===== src/rtl/core/ssia_pkg.sv =====
// Shared constants, codes and types of the sorted set insert unit.
`timescale 1ns / 1ps
package ssia_pkg;

	localparam int CAPACITY_DEF = 64;
	localparam int VALUE_W      = 31;
	localparam int STATUS_W     = 3;
	localparam int POS_W        = 6;
	localparam int COUNT_W      = 7;

	// Result status codes
	typedef enum logic [STATUS_W-1:0] {
		ST_INSERTED  = 3'd0,
		ST_DUPLICATE = 3'd1,
		ST_FULL      = 3'd2,
		ST_RANGE     = 3'd3,
		ST_ELEMENT   = 3'd4,
		ST_EMPTY     = 3'd5
	} status_t;

	// One read and one write on the element store per cycle
	typedef struct packed {
		logic               wr_en;
		logic [COUNT_W-1:0] wr_idx;
		logic [VALUE_W-1:0] wr_data;
		logic               rd_en;
		logic [COUNT_W-1:0] rd_idx;
	} store_req_t;

endpackage


===== src/rtl/core/ssia_store.sv =====
// Element store: one write port and one registered read port.
`timescale 1ns / 1ps
module ssia_store #(
	parameter int DEPTH = ssia_pkg::CAPACITY_DEF
) (
	input  logic                         clk,
	input  ssia_pkg::store_req_t         req,
	output logic [ssia_pkg::VALUE_W-1:0] rdata
);
	import ssia_pkg::*;

	localparam int AW = (DEPTH > 1) ? $clog2(DEPTH) : 1;

	logic [VALUE_W-1:0] mem [DEPTH];
	logic [VALUE_W-1:0] rdata_q;

	// Write the addressed entry
	always_ff @(posedge clk) begin
		if (req.wr_en) begin
			mem[req.wr_idx[AW-1:0]] <= req.wr_data;
		end
	end

	// Register read data; hold it while no read is requested
	always_ff @(posedge clk) begin
		if (req.rd_en) begin
			rdata_q <= mem[req.rd_idx[AW-1:0]];
		end
	end

	assign rdata = rdata_q;

endmodule


===== src/rtl/core/sorted_set_insert_array_unit.sv =====
// Top level of the sorted set insert unit: sequencer, shared comparator, output register.
//
// Keeps up to CAPACITY distinct values in ascending order in a single-port-read store.
// Input stream: s_tuser = action (0 insert, 1 report), s_tdata[30:0] = value.
// Output stream: s_tdata-style packing on m_tdata = {count, position, element, status},
// m_tlast marks the final result of a request.
// cfg_wr_en/cfg_wr_data write the sentinel limit (exclusive upper bound of inserts);
// write it only while the unit is idle.
// An insert walks the store one entry per cycle through one comparator until it finds
// the first entry not below the value, then moves the larger entries up one place per
// cycle (one read and one write port), then writes the value; one result per insert.
// A report reads one entry, hands it out, then reads the next, and gives n results, or one empty result.
// One request is in work at a time; s_tready is high only while the sequencer is idle,
// and a new request is taken while the last result still waits in the output register.
// If the receiver stalls, the result is held in the output register and the sequencer
// waits before it loads the next result.
// Reset clears the count and the output valid and sets the limit to its maximum;
// the store itself is not cleared, entries at or above the count are never read.
`timescale 1ns / 1ps
module sorted_set_insert_array_unit #(
	parameter int CAPACITY = ssia_pkg::CAPACITY_DEF
) (
	input  logic                         clk,
	input  logic                         arst_n,
	input  logic                         cfg_wr_en,
	input  logic [ssia_pkg::VALUE_W-1:0] cfg_wr_data, // sentinel_limit
	input  logic                         s_tvalid,
	output logic                         s_tready,
	input  logic [31:0]                  s_tdata,     // value[30:0], zero pad
	input  logic                         s_tuser,     // action
	output logic                         m_tvalid,
	input  logic                         m_tready,
	output logic [47:0]                  m_tdata,     // status[2:0], element[33:3],
	                                                  // position[39:34], count[46:40], pad
	output logic                         m_tlast      // last
);
	import ssia_pkg::*;

	localparam logic [COUNT_W-1:0] CAP_N = COUNT_W'(CAPACITY);

	typedef enum logic [7:0] {
		S_IDLE   = 8'b0000_0001,
		S_SCAN   = 8'b0000_0010,
		S_DECIDE = 8'b0000_0100,
		S_SHIFT  = 8'b0000_1000,
		S_WRITE  = 8'b0001_0000,
		S_EMIT   = 8'b0010_0000,
		S_RPT_RD = 8'b0100_0000,
		S_RPT_OUT= 8'b1000_0000
	} state_t;

	state_t             state_q;
	logic [VALUE_W-1:0] limit_q;
	logic [VALUE_W-1:0] val_q;
	logic [COUNT_W-1:0] count_q;
	logic [COUNT_W-1:0] scan_q;
	logic [COUNT_W-1:0] pidx_q;
	logic [COUNT_W-1:0] pos_q;
	logic [COUNT_W-1:0] sh_q;
	logic               pend_q;
	logic               eq_q;
	logic               more_q;
	status_t            res_status_q;
	logic [POS_W-1:0]   res_pos_q;
	logic [COUNT_W-1:0] res_count_q;
	logic               out_valid_q;
	status_t            out_status_q;
	logic [VALUE_W-1:0] out_elem_q;
	logic [POS_W-1:0]   out_pos_q;
	logic [COUNT_W-1:0] out_count_q;
	logic               out_last_q;

	logic [VALUE_W-1:0] s_value;
	logic [VALUE_W-1:0] rdata;
	logic [VALUE_W-1:0] cmp_a;
	logic [VALUE_W-1:0] cmp_b;
	logic               cmp_lt;
	logic               cmp_eq;
	logic               out_free;
	logic               out_load;
	logic               scan_hit;
	store_req_t         req;

	assign s_value  = s_tdata[VALUE_W-1:0];
	assign s_tready = (state_q == S_IDLE);
	assign out_free = !out_valid_q || m_tready;
	assign out_load = out_free && ((state_q == S_EMIT) || (state_q == S_RPT_OUT));

	// Shared comparator: range check on accept, store entry against value while scanning
	always_comb begin
		if (state_q == S_SCAN) begin
			cmp_a = rdata;
			cmp_b = val_q;
		end else begin
			cmp_a = s_value;
			cmp_b = limit_q;
		end
	end
	assign cmp_lt   = (cmp_a < cmp_b);
	assign cmp_eq   = (cmp_a == cmp_b);
	assign scan_hit = pend_q && !cmp_lt;

	// Store access per state
	always_comb begin
		req = '0;
		unique case (state_q)
			S_SCAN: begin
				req.rd_en  = !scan_hit && (scan_q != count_q);
				req.rd_idx = scan_q;
			end
			S_SHIFT: begin
				req.rd_en   = more_q;
				req.rd_idx  = sh_q;
				req.wr_en   = pend_q;
				req.wr_idx  = pidx_q + COUNT_W'(1);
				req.wr_data = rdata;
			end
			S_WRITE: begin
				req.wr_en   = 1'b1;
				req.wr_idx  = pos_q;
				req.wr_data = val_q;
			end
			S_RPT_RD: begin
				req.rd_en  = 1'b1;
				req.rd_idx = scan_q;
			end
			S_IDLE, S_DECIDE, S_EMIT, S_RPT_OUT: begin
				req = '0;
			end
			default: begin
				req = '0;
			end
		endcase
	end

	ssia_store #(
		.DEPTH(CAPACITY)
	) u_store (
		.clk  (clk),
		.req  (req),
		.rdata(rdata)
	);

	// Sequencer
	always_ff @(posedge clk or negedge arst_n) begin
		if (!arst_n) begin
			state_q      <= S_IDLE;
			limit_q      <= '1;
			val_q        <= '0;
			count_q      <= '0;
			scan_q       <= '0;
			pidx_q       <= '0;
			pos_q        <= '0;
			sh_q         <= '0;
			pend_q       <= 1'b0;
			eq_q         <= 1'b0;
			more_q       <= 1'b0;
			res_status_q <= ST_INSERTED;
			res_pos_q    <= '0;
			res_count_q  <= '0;
			out_valid_q  <= 1'b0;
			out_status_q <= ST_INSERTED;
			out_elem_q   <= '0;
			out_pos_q    <= '0;
			out_count_q  <= '0;
			out_last_q   <= 1'b0;
		end else begin
			// Load the sentinel limit
			if (cfg_wr_en) begin
				limit_q <= cfg_wr_data;
			end
			// Load a new result, or drop the output once taken
			if (out_load) begin
				out_valid_q <= 1'b1;
			end else if (m_tready) begin
				out_valid_q <= 1'b0;
			end

			unique case (state_q)
				S_IDLE: begin
					if (s_tvalid) begin
						val_q  <= s_value;
						scan_q <= '0;
						pend_q <= 1'b0;
						if (s_tuser) begin
							if (count_q == '0) begin
								res_status_q <= ST_EMPTY;
								res_pos_q    <= '0;
								res_count_q  <= '0;
								state_q      <= S_EMIT;
							end else begin
								state_q <= S_RPT_RD;
							end
						end else if (!cmp_lt) begin
							res_status_q <= ST_RANGE;
							res_pos_q    <= '0;
							res_count_q  <= count_q;
							state_q      <= S_EMIT;
						end else begin
							state_q <= S_SCAN;
						end
					end
				end
				S_SCAN: begin
					// Stop at the first entry not below the value, or past the end
					if (scan_hit) begin
						pos_q   <= pidx_q;
						eq_q    <= cmp_eq;
						pend_q  <= 1'b0;
						state_q <= S_DECIDE;
					end else if (scan_q == count_q) begin
						pos_q   <= count_q;
						eq_q    <= 1'b0;
						pend_q  <= 1'b0;
						state_q <= S_DECIDE;
					end else begin
						pend_q <= 1'b1;
						pidx_q <= scan_q;
						scan_q <= scan_q + COUNT_W'(1);
					end
				end
				S_DECIDE: begin
					if (eq_q) begin
						res_status_q <= ST_DUPLICATE;
						res_pos_q    <= pos_q[POS_W-1:0];
						res_count_q  <= count_q;
						state_q      <= S_EMIT;
					end else if (count_q == CAP_N) begin
						res_status_q <= ST_FULL;
						res_pos_q    <= '0;
						res_count_q  <= count_q;
						state_q      <= S_EMIT;
					end else if (count_q == pos_q) begin
						state_q <= S_WRITE;
					end else begin
						sh_q    <= count_q - COUNT_W'(1);
						more_q  <= 1'b1;
						pend_q  <= 1'b0;
						state_q <= S_SHIFT;
					end
				end
				S_SHIFT: begin
					// Read entry k while the entry read before lands one place up
					if (more_q) begin
						pend_q <= 1'b1;
						pidx_q <= sh_q;
						if (sh_q == pos_q) begin
							more_q <= 1'b0;
						end else begin
							sh_q <= sh_q - COUNT_W'(1);
						end
					end else begin
						pend_q  <= 1'b0;
						state_q <= S_WRITE;
					end
				end
				S_WRITE: begin
					count_q      <= count_q + COUNT_W'(1);
					res_status_q <= ST_INSERTED;
					res_pos_q    <= pos_q[POS_W-1:0];
					res_count_q  <= count_q + COUNT_W'(1);
					state_q      <= S_EMIT;
				end
				S_EMIT: begin
					if (out_free) begin
						out_status_q <= res_status_q;
						out_elem_q   <= '0;
						out_pos_q    <= res_pos_q;
						out_count_q  <= res_count_q;
						out_last_q   <= 1'b1;
						state_q      <= S_IDLE;
					end
				end
				S_RPT_RD: begin
					state_q <= S_RPT_OUT;
				end
				S_RPT_OUT: begin
					// Hand out one element; advance or finish
					if (out_free) begin
						out_status_q <= ST_ELEMENT;
						out_elem_q   <= rdata;
						out_pos_q    <= scan_q[POS_W-1:0];
						out_count_q  <= count_q;
						out_last_q   <= (scan_q + COUNT_W'(1) == count_q);
						if (scan_q + COUNT_W'(1) == count_q) begin
							state_q <= S_IDLE;
						end else begin
							scan_q  <= scan_q + COUNT_W'(1);
							state_q <= S_RPT_RD;
						end
					end
				end
				default: begin
					state_q <= S_IDLE;
				end
			endcase
		end
	end

	assign m_tvalid = out_valid_q;
	assign m_tlast  = out_last_q;
	assign m_tdata  = {1'b0, out_count_q, out_pos_q, out_elem_q, out_status_q};

endmodule


===== config.mk =====
export PLATFORM = sky130hd
export DESIGN_NAME = sorted_set_insert_array_unit
export DESIGN_NICKNAME = d
export VERILOG_FILES = /design/src/rtl/core/ssia_pkg.sv /design/src/rtl/core/ssia_store.sv /design/src/rtl/core/sorted_set_insert_array_unit.sv
export SDC_FILE = /design/constraint.sdc
export NUM_CORES = 2
export LEC_CHECK = 0
export BUFFER_PORTS_ARGS = -buffer_cell sky130_fd_sc_hd__buf_2
export CAP_MARGIN = 10
export CORE_UTILIZATION = 55
export CTS_CLUSTER_SIZE = 12
export DETAILED_ROUTE_END_ITERATION = 16
export GPL_ROUTABILITY_DRIVEN = 0
export HOLD_SLACK_MARGIN = 0.03
export PLACE_DENSITY_LB_ADDON = 0.25
export SYNTH_ARGS = -nofsm -noshare
export SYNTH_HDL_FRONTEND = slang
export SYNTH_SLANG_ARGS = --single-unit
export TNS_END_PERCENT = 10

===== constraint.sdc =====
create_clock -name clk -period 5.83 [get_ports clk]
set_input_delay 0.583 -clock clk [delete_from_list [all_inputs] [get_ports clk]]
set_output_delay 0.583 -clock clk [all_outputs]
set_load 0.02 [all_outputs]

==> summary.txt <==
Clock network
  • Sink Count: 2188
  • CTS Buffer Depth: 3
  • H-tree depth: 4
  • Total CTS buffers: 212
  • CTS tree: built
  • Setup Buffers After CTS: 0
  • Worst-skew pair later-pin latency: 0.84 ns
  • CTS Root Cell: clkbuf_16
  • Clock transition at the registers of the reported paths: 0.06 ns

Drt
  • Drt total wl: 231 mm
  • DR WL/cell: 32.5 um
  • 1st-iter DRT viols: 6552
  • Mean number of vias per cell: 6.64
  • DR vias: 47200
  • Antenna Nets Post-Route: 0
  • DR DRC count: 0
  • Drt first pass iters: 6

GRT
  • Met3 usage: 6.64%
  • Overall Global Routing Usage: 29.3%
  • Initial antenna violation count: 9
  • Most Crowded Layer GR: met2
  • First-pass GRT wire length: 328 mm
  • Vias in the first global route: 45600
  • Total grt overflow: 0
  • Largest net degree at the start of global routing: 84
  • GR Util met2: 45.6%
  • GR Util met1: 41.6%

Timing
  • Final worst path period need: 5.27 ns
  • RSZ-0062 raised after global routing: no
  • Relative slew slack: 11.6%
  • Least-Margin Pin Slew: 1.33 ns
  • Final Hold Fails: 0
  • Max-slew violations: 0
  • Setup tns final: 0 ns
  • Skew final: 0.0310 ns
  • Worst-case hold slack: 0.184 ns
  • # setup viols final: 0
  • Fmax: 190 MHz
  • Final Cycle Share: 90.4%

Synth
  • Post-synth top area share: 70.3%
  • EDFF count, synth: 2015
  • Library cells used by synthesis: 66
  • Post-Syn Area per Cell: 18.7 um^2
  • Share of the yosys chip area belonging to registers: 75.4%
  • Top cells by area, synth: edfxtp_1, mux4_2, mux2i_1, dfrtp_1, o22ai_1
  • FF+latch count, synth: 2188
  • Syn nets: 4699
  • Syn Inst Count: 4594
  • Synth warn: 0
  • Yosys top cell by area: edfxtp_1
  • Synthesized area: 86100 um^2
  • Ys flop type: edfxtp_1
  • Fraction of registers with async set/reset: 7.91%

Die
  • Die Span Y: 398 um
  • Rows: 144
  • Core ar.: 155000 um^2
  • Starting Density: 55.6%
  • Die Footprint: 158000 um^2
  • Die Wd: 398 um
  • Boundary pin count: 120

Setup path
  • Worst endpoint required time: 6.22 ns
  • Worst Path Arrival: 5.67 ns
  • Worst setup EP type: register
  • WS Path Type: register to register
  • Max FO, Critical Path: 28
  • Startpoint types: register

Cells and area
  • Layout cells sized above 1: 21.9%
  • Syn-to-layout area delta: 13.5%
  • Most common cell after layout, fill and taps aside: edfxtp_1
  • Final Non-Filler Cells: 7115
  • Final net count: 5046
  • Most frequent cells in the layout: edfxtp_1, mux2i_1, mux4_2, nand2_1, clkbuf_16
  • Filler cells: 10400

Status
  • Outcome: complete, no violations

Pwr
  • VDD IR-drop max: 0.236 mV
  • P per Cell Area: 318 nW/um^2
  • Leak Pwr: 0.0326 uW

Job
  • Max_cap viols: 0

Place
  • Placed Cells incl. Taps: 6703
  • Dpl hpwl: 137 mm
  • Number of port buffers: 117

Worst hold path
  • Class of the worst hold path: input port to register
[cell usage after synthesis, drive strengths merged (21+ instances only)]
library cell	count
a21oi	79
a22o	88
a22oi	117
a32oi	24
buf	162
clkbuf	109
dfrtp	141
dfstp	32
edfxtp	2015
ha	36
mux2	76
mux2i	415
mux4	299
nand2	250
nand3	23
nand4	48
nor2	132
o21ai	119
o22ai	187
xor2	21
[logic make-up (layout without fill, tap and decap cells)]
| kind of cell | after synthesis | count (layout) | share of synthesized area [%] |
|---|---|---|---|
| flops | 2188 | 2188 | 75.4 |
| mux | 790 | 790 | 13.6 |
| compound gates | 697 | 697 | 5.48 |
| simple gates | 557 | 557 | 2.95 |
| buf+inv | 287 | 762 | 1.62 |
| xor+xnor | 38 | 38 | 0.387 |
| fa+ha+maj | 36 | 36 | 0.523 |
| other cells | 1 | 3 | 0.00436 |
[flip-flops by register name (all words and copies together) (netlist names), 6 cells and up]
| signal | flops |
|---|---|
| out_elem_q | 31 |
| scan_q | 7 |
| u_store.rdata | 31 |
| out_pos_q | 6 |
| val_q | 31 |
| pos_q | 7 |
| out_count_q | 7 |
| res_count_q | 7 |
| pidx_q | 7 |
| count_q | 7 |
| sh_q | 7 |
| limit_q | 31 |
| state_q | 8 |
| u_store.mem | 1984 |
| res_pos_q | 6 |
[where the power goes]
part / switching (uW) / internal, uW / total (uW)
Sequential: 298 / 17200 / 17500
Combinational: 608 / 495 / 1100
Clock: 5620 / 6880 / 12500
Total: 6520 / 24500 / 31100
[layer usage]
| metal | part of all wire [%] | wire length (um) |
|---|---|---|
| met4 | 3.0 | 6880 |
| met1 | 39 | 89900 |
| met2 | 47 | 108000 |
| met5 | 0.022 | 50 |
| met3 | 11 | 26200 |
[path summary, 6_finish.rpt]
kind	from	end	slack [ns]	depth (start not counted)
worst max-delay path	state_q[2]$_DFFE_PN0P_	u_store.rdata[22]$_DFFE_PP_	0.56	8
worst min-delay path	m_tready	m_tvalid$_DFFE_PN0P_	0.18	3
worst max register to register	state_q[2]$_DFFE_PN0P_	u_store.rdata[22]$_DFFE_PP_	0.56	8
worst min register to register	out_pos_q[4]$_DFFE_PN0P_	out_pos_q[4]$_DFFE_PN0P_	0.48	2
max in group asynchronous	arst_n	out_elem_q[17]$_DFFE_PN0P_	4.40	3
min in group asynchronous	arst_n	out_status_q[0]$_DFFE_PN0P_	0.24	2
[stage by stage]
stage	cell area, um^2	utilization [%]	total power, uW	setup slack [ns]
floorplan	86100	-	18500	0.931
global placement	90800	58.7	18800	0.672
detailed placement	90800	58.7	18800	0.651
CTS	97600	63.1	31200	0.632
global route	97700	63.1	31900	0.451
finish	97700	63.1	31100	0.558
[critical path, stage by stage (launching register included)]
cell and delay (ns):
dfrtp_1 0.40, nor4b_1 0.93, and3_1 0.43, a21o_4 0.58
buf_4 0.52, mux4_2 0.38, a22o_1 0.24, a211oi_1 0.70
nand4_1 0.57
[area by class of cell]
type | count | area (um^2) | area share, %
sequential | 2188 | 64900 | 66.4
clock buffer | 293 | 5730 | 5.87
clock inverter | 49 | 424 | 0.434
antenna | 2 | 5.00 | 0.00512
multi-input combinational | 2119 | 20500 | 20.9
timing repair buffer | 404 | 3550 | 3.64
tap | 2044 | 2560 | 2.62
inverter | 16 | 60.1 | 0.0615
[what timing repair did]
| action | 4_1_cts | 5_1_grt |
|---|---|---|
| resized for setup | 0 | 0 |
| hold buffers | 64 | 0 |
| setup endpoints to repair | 0 | 0 |
| endpoints found under the hold margin | 105 | 0 |
(Power assumes the default switching activity.)
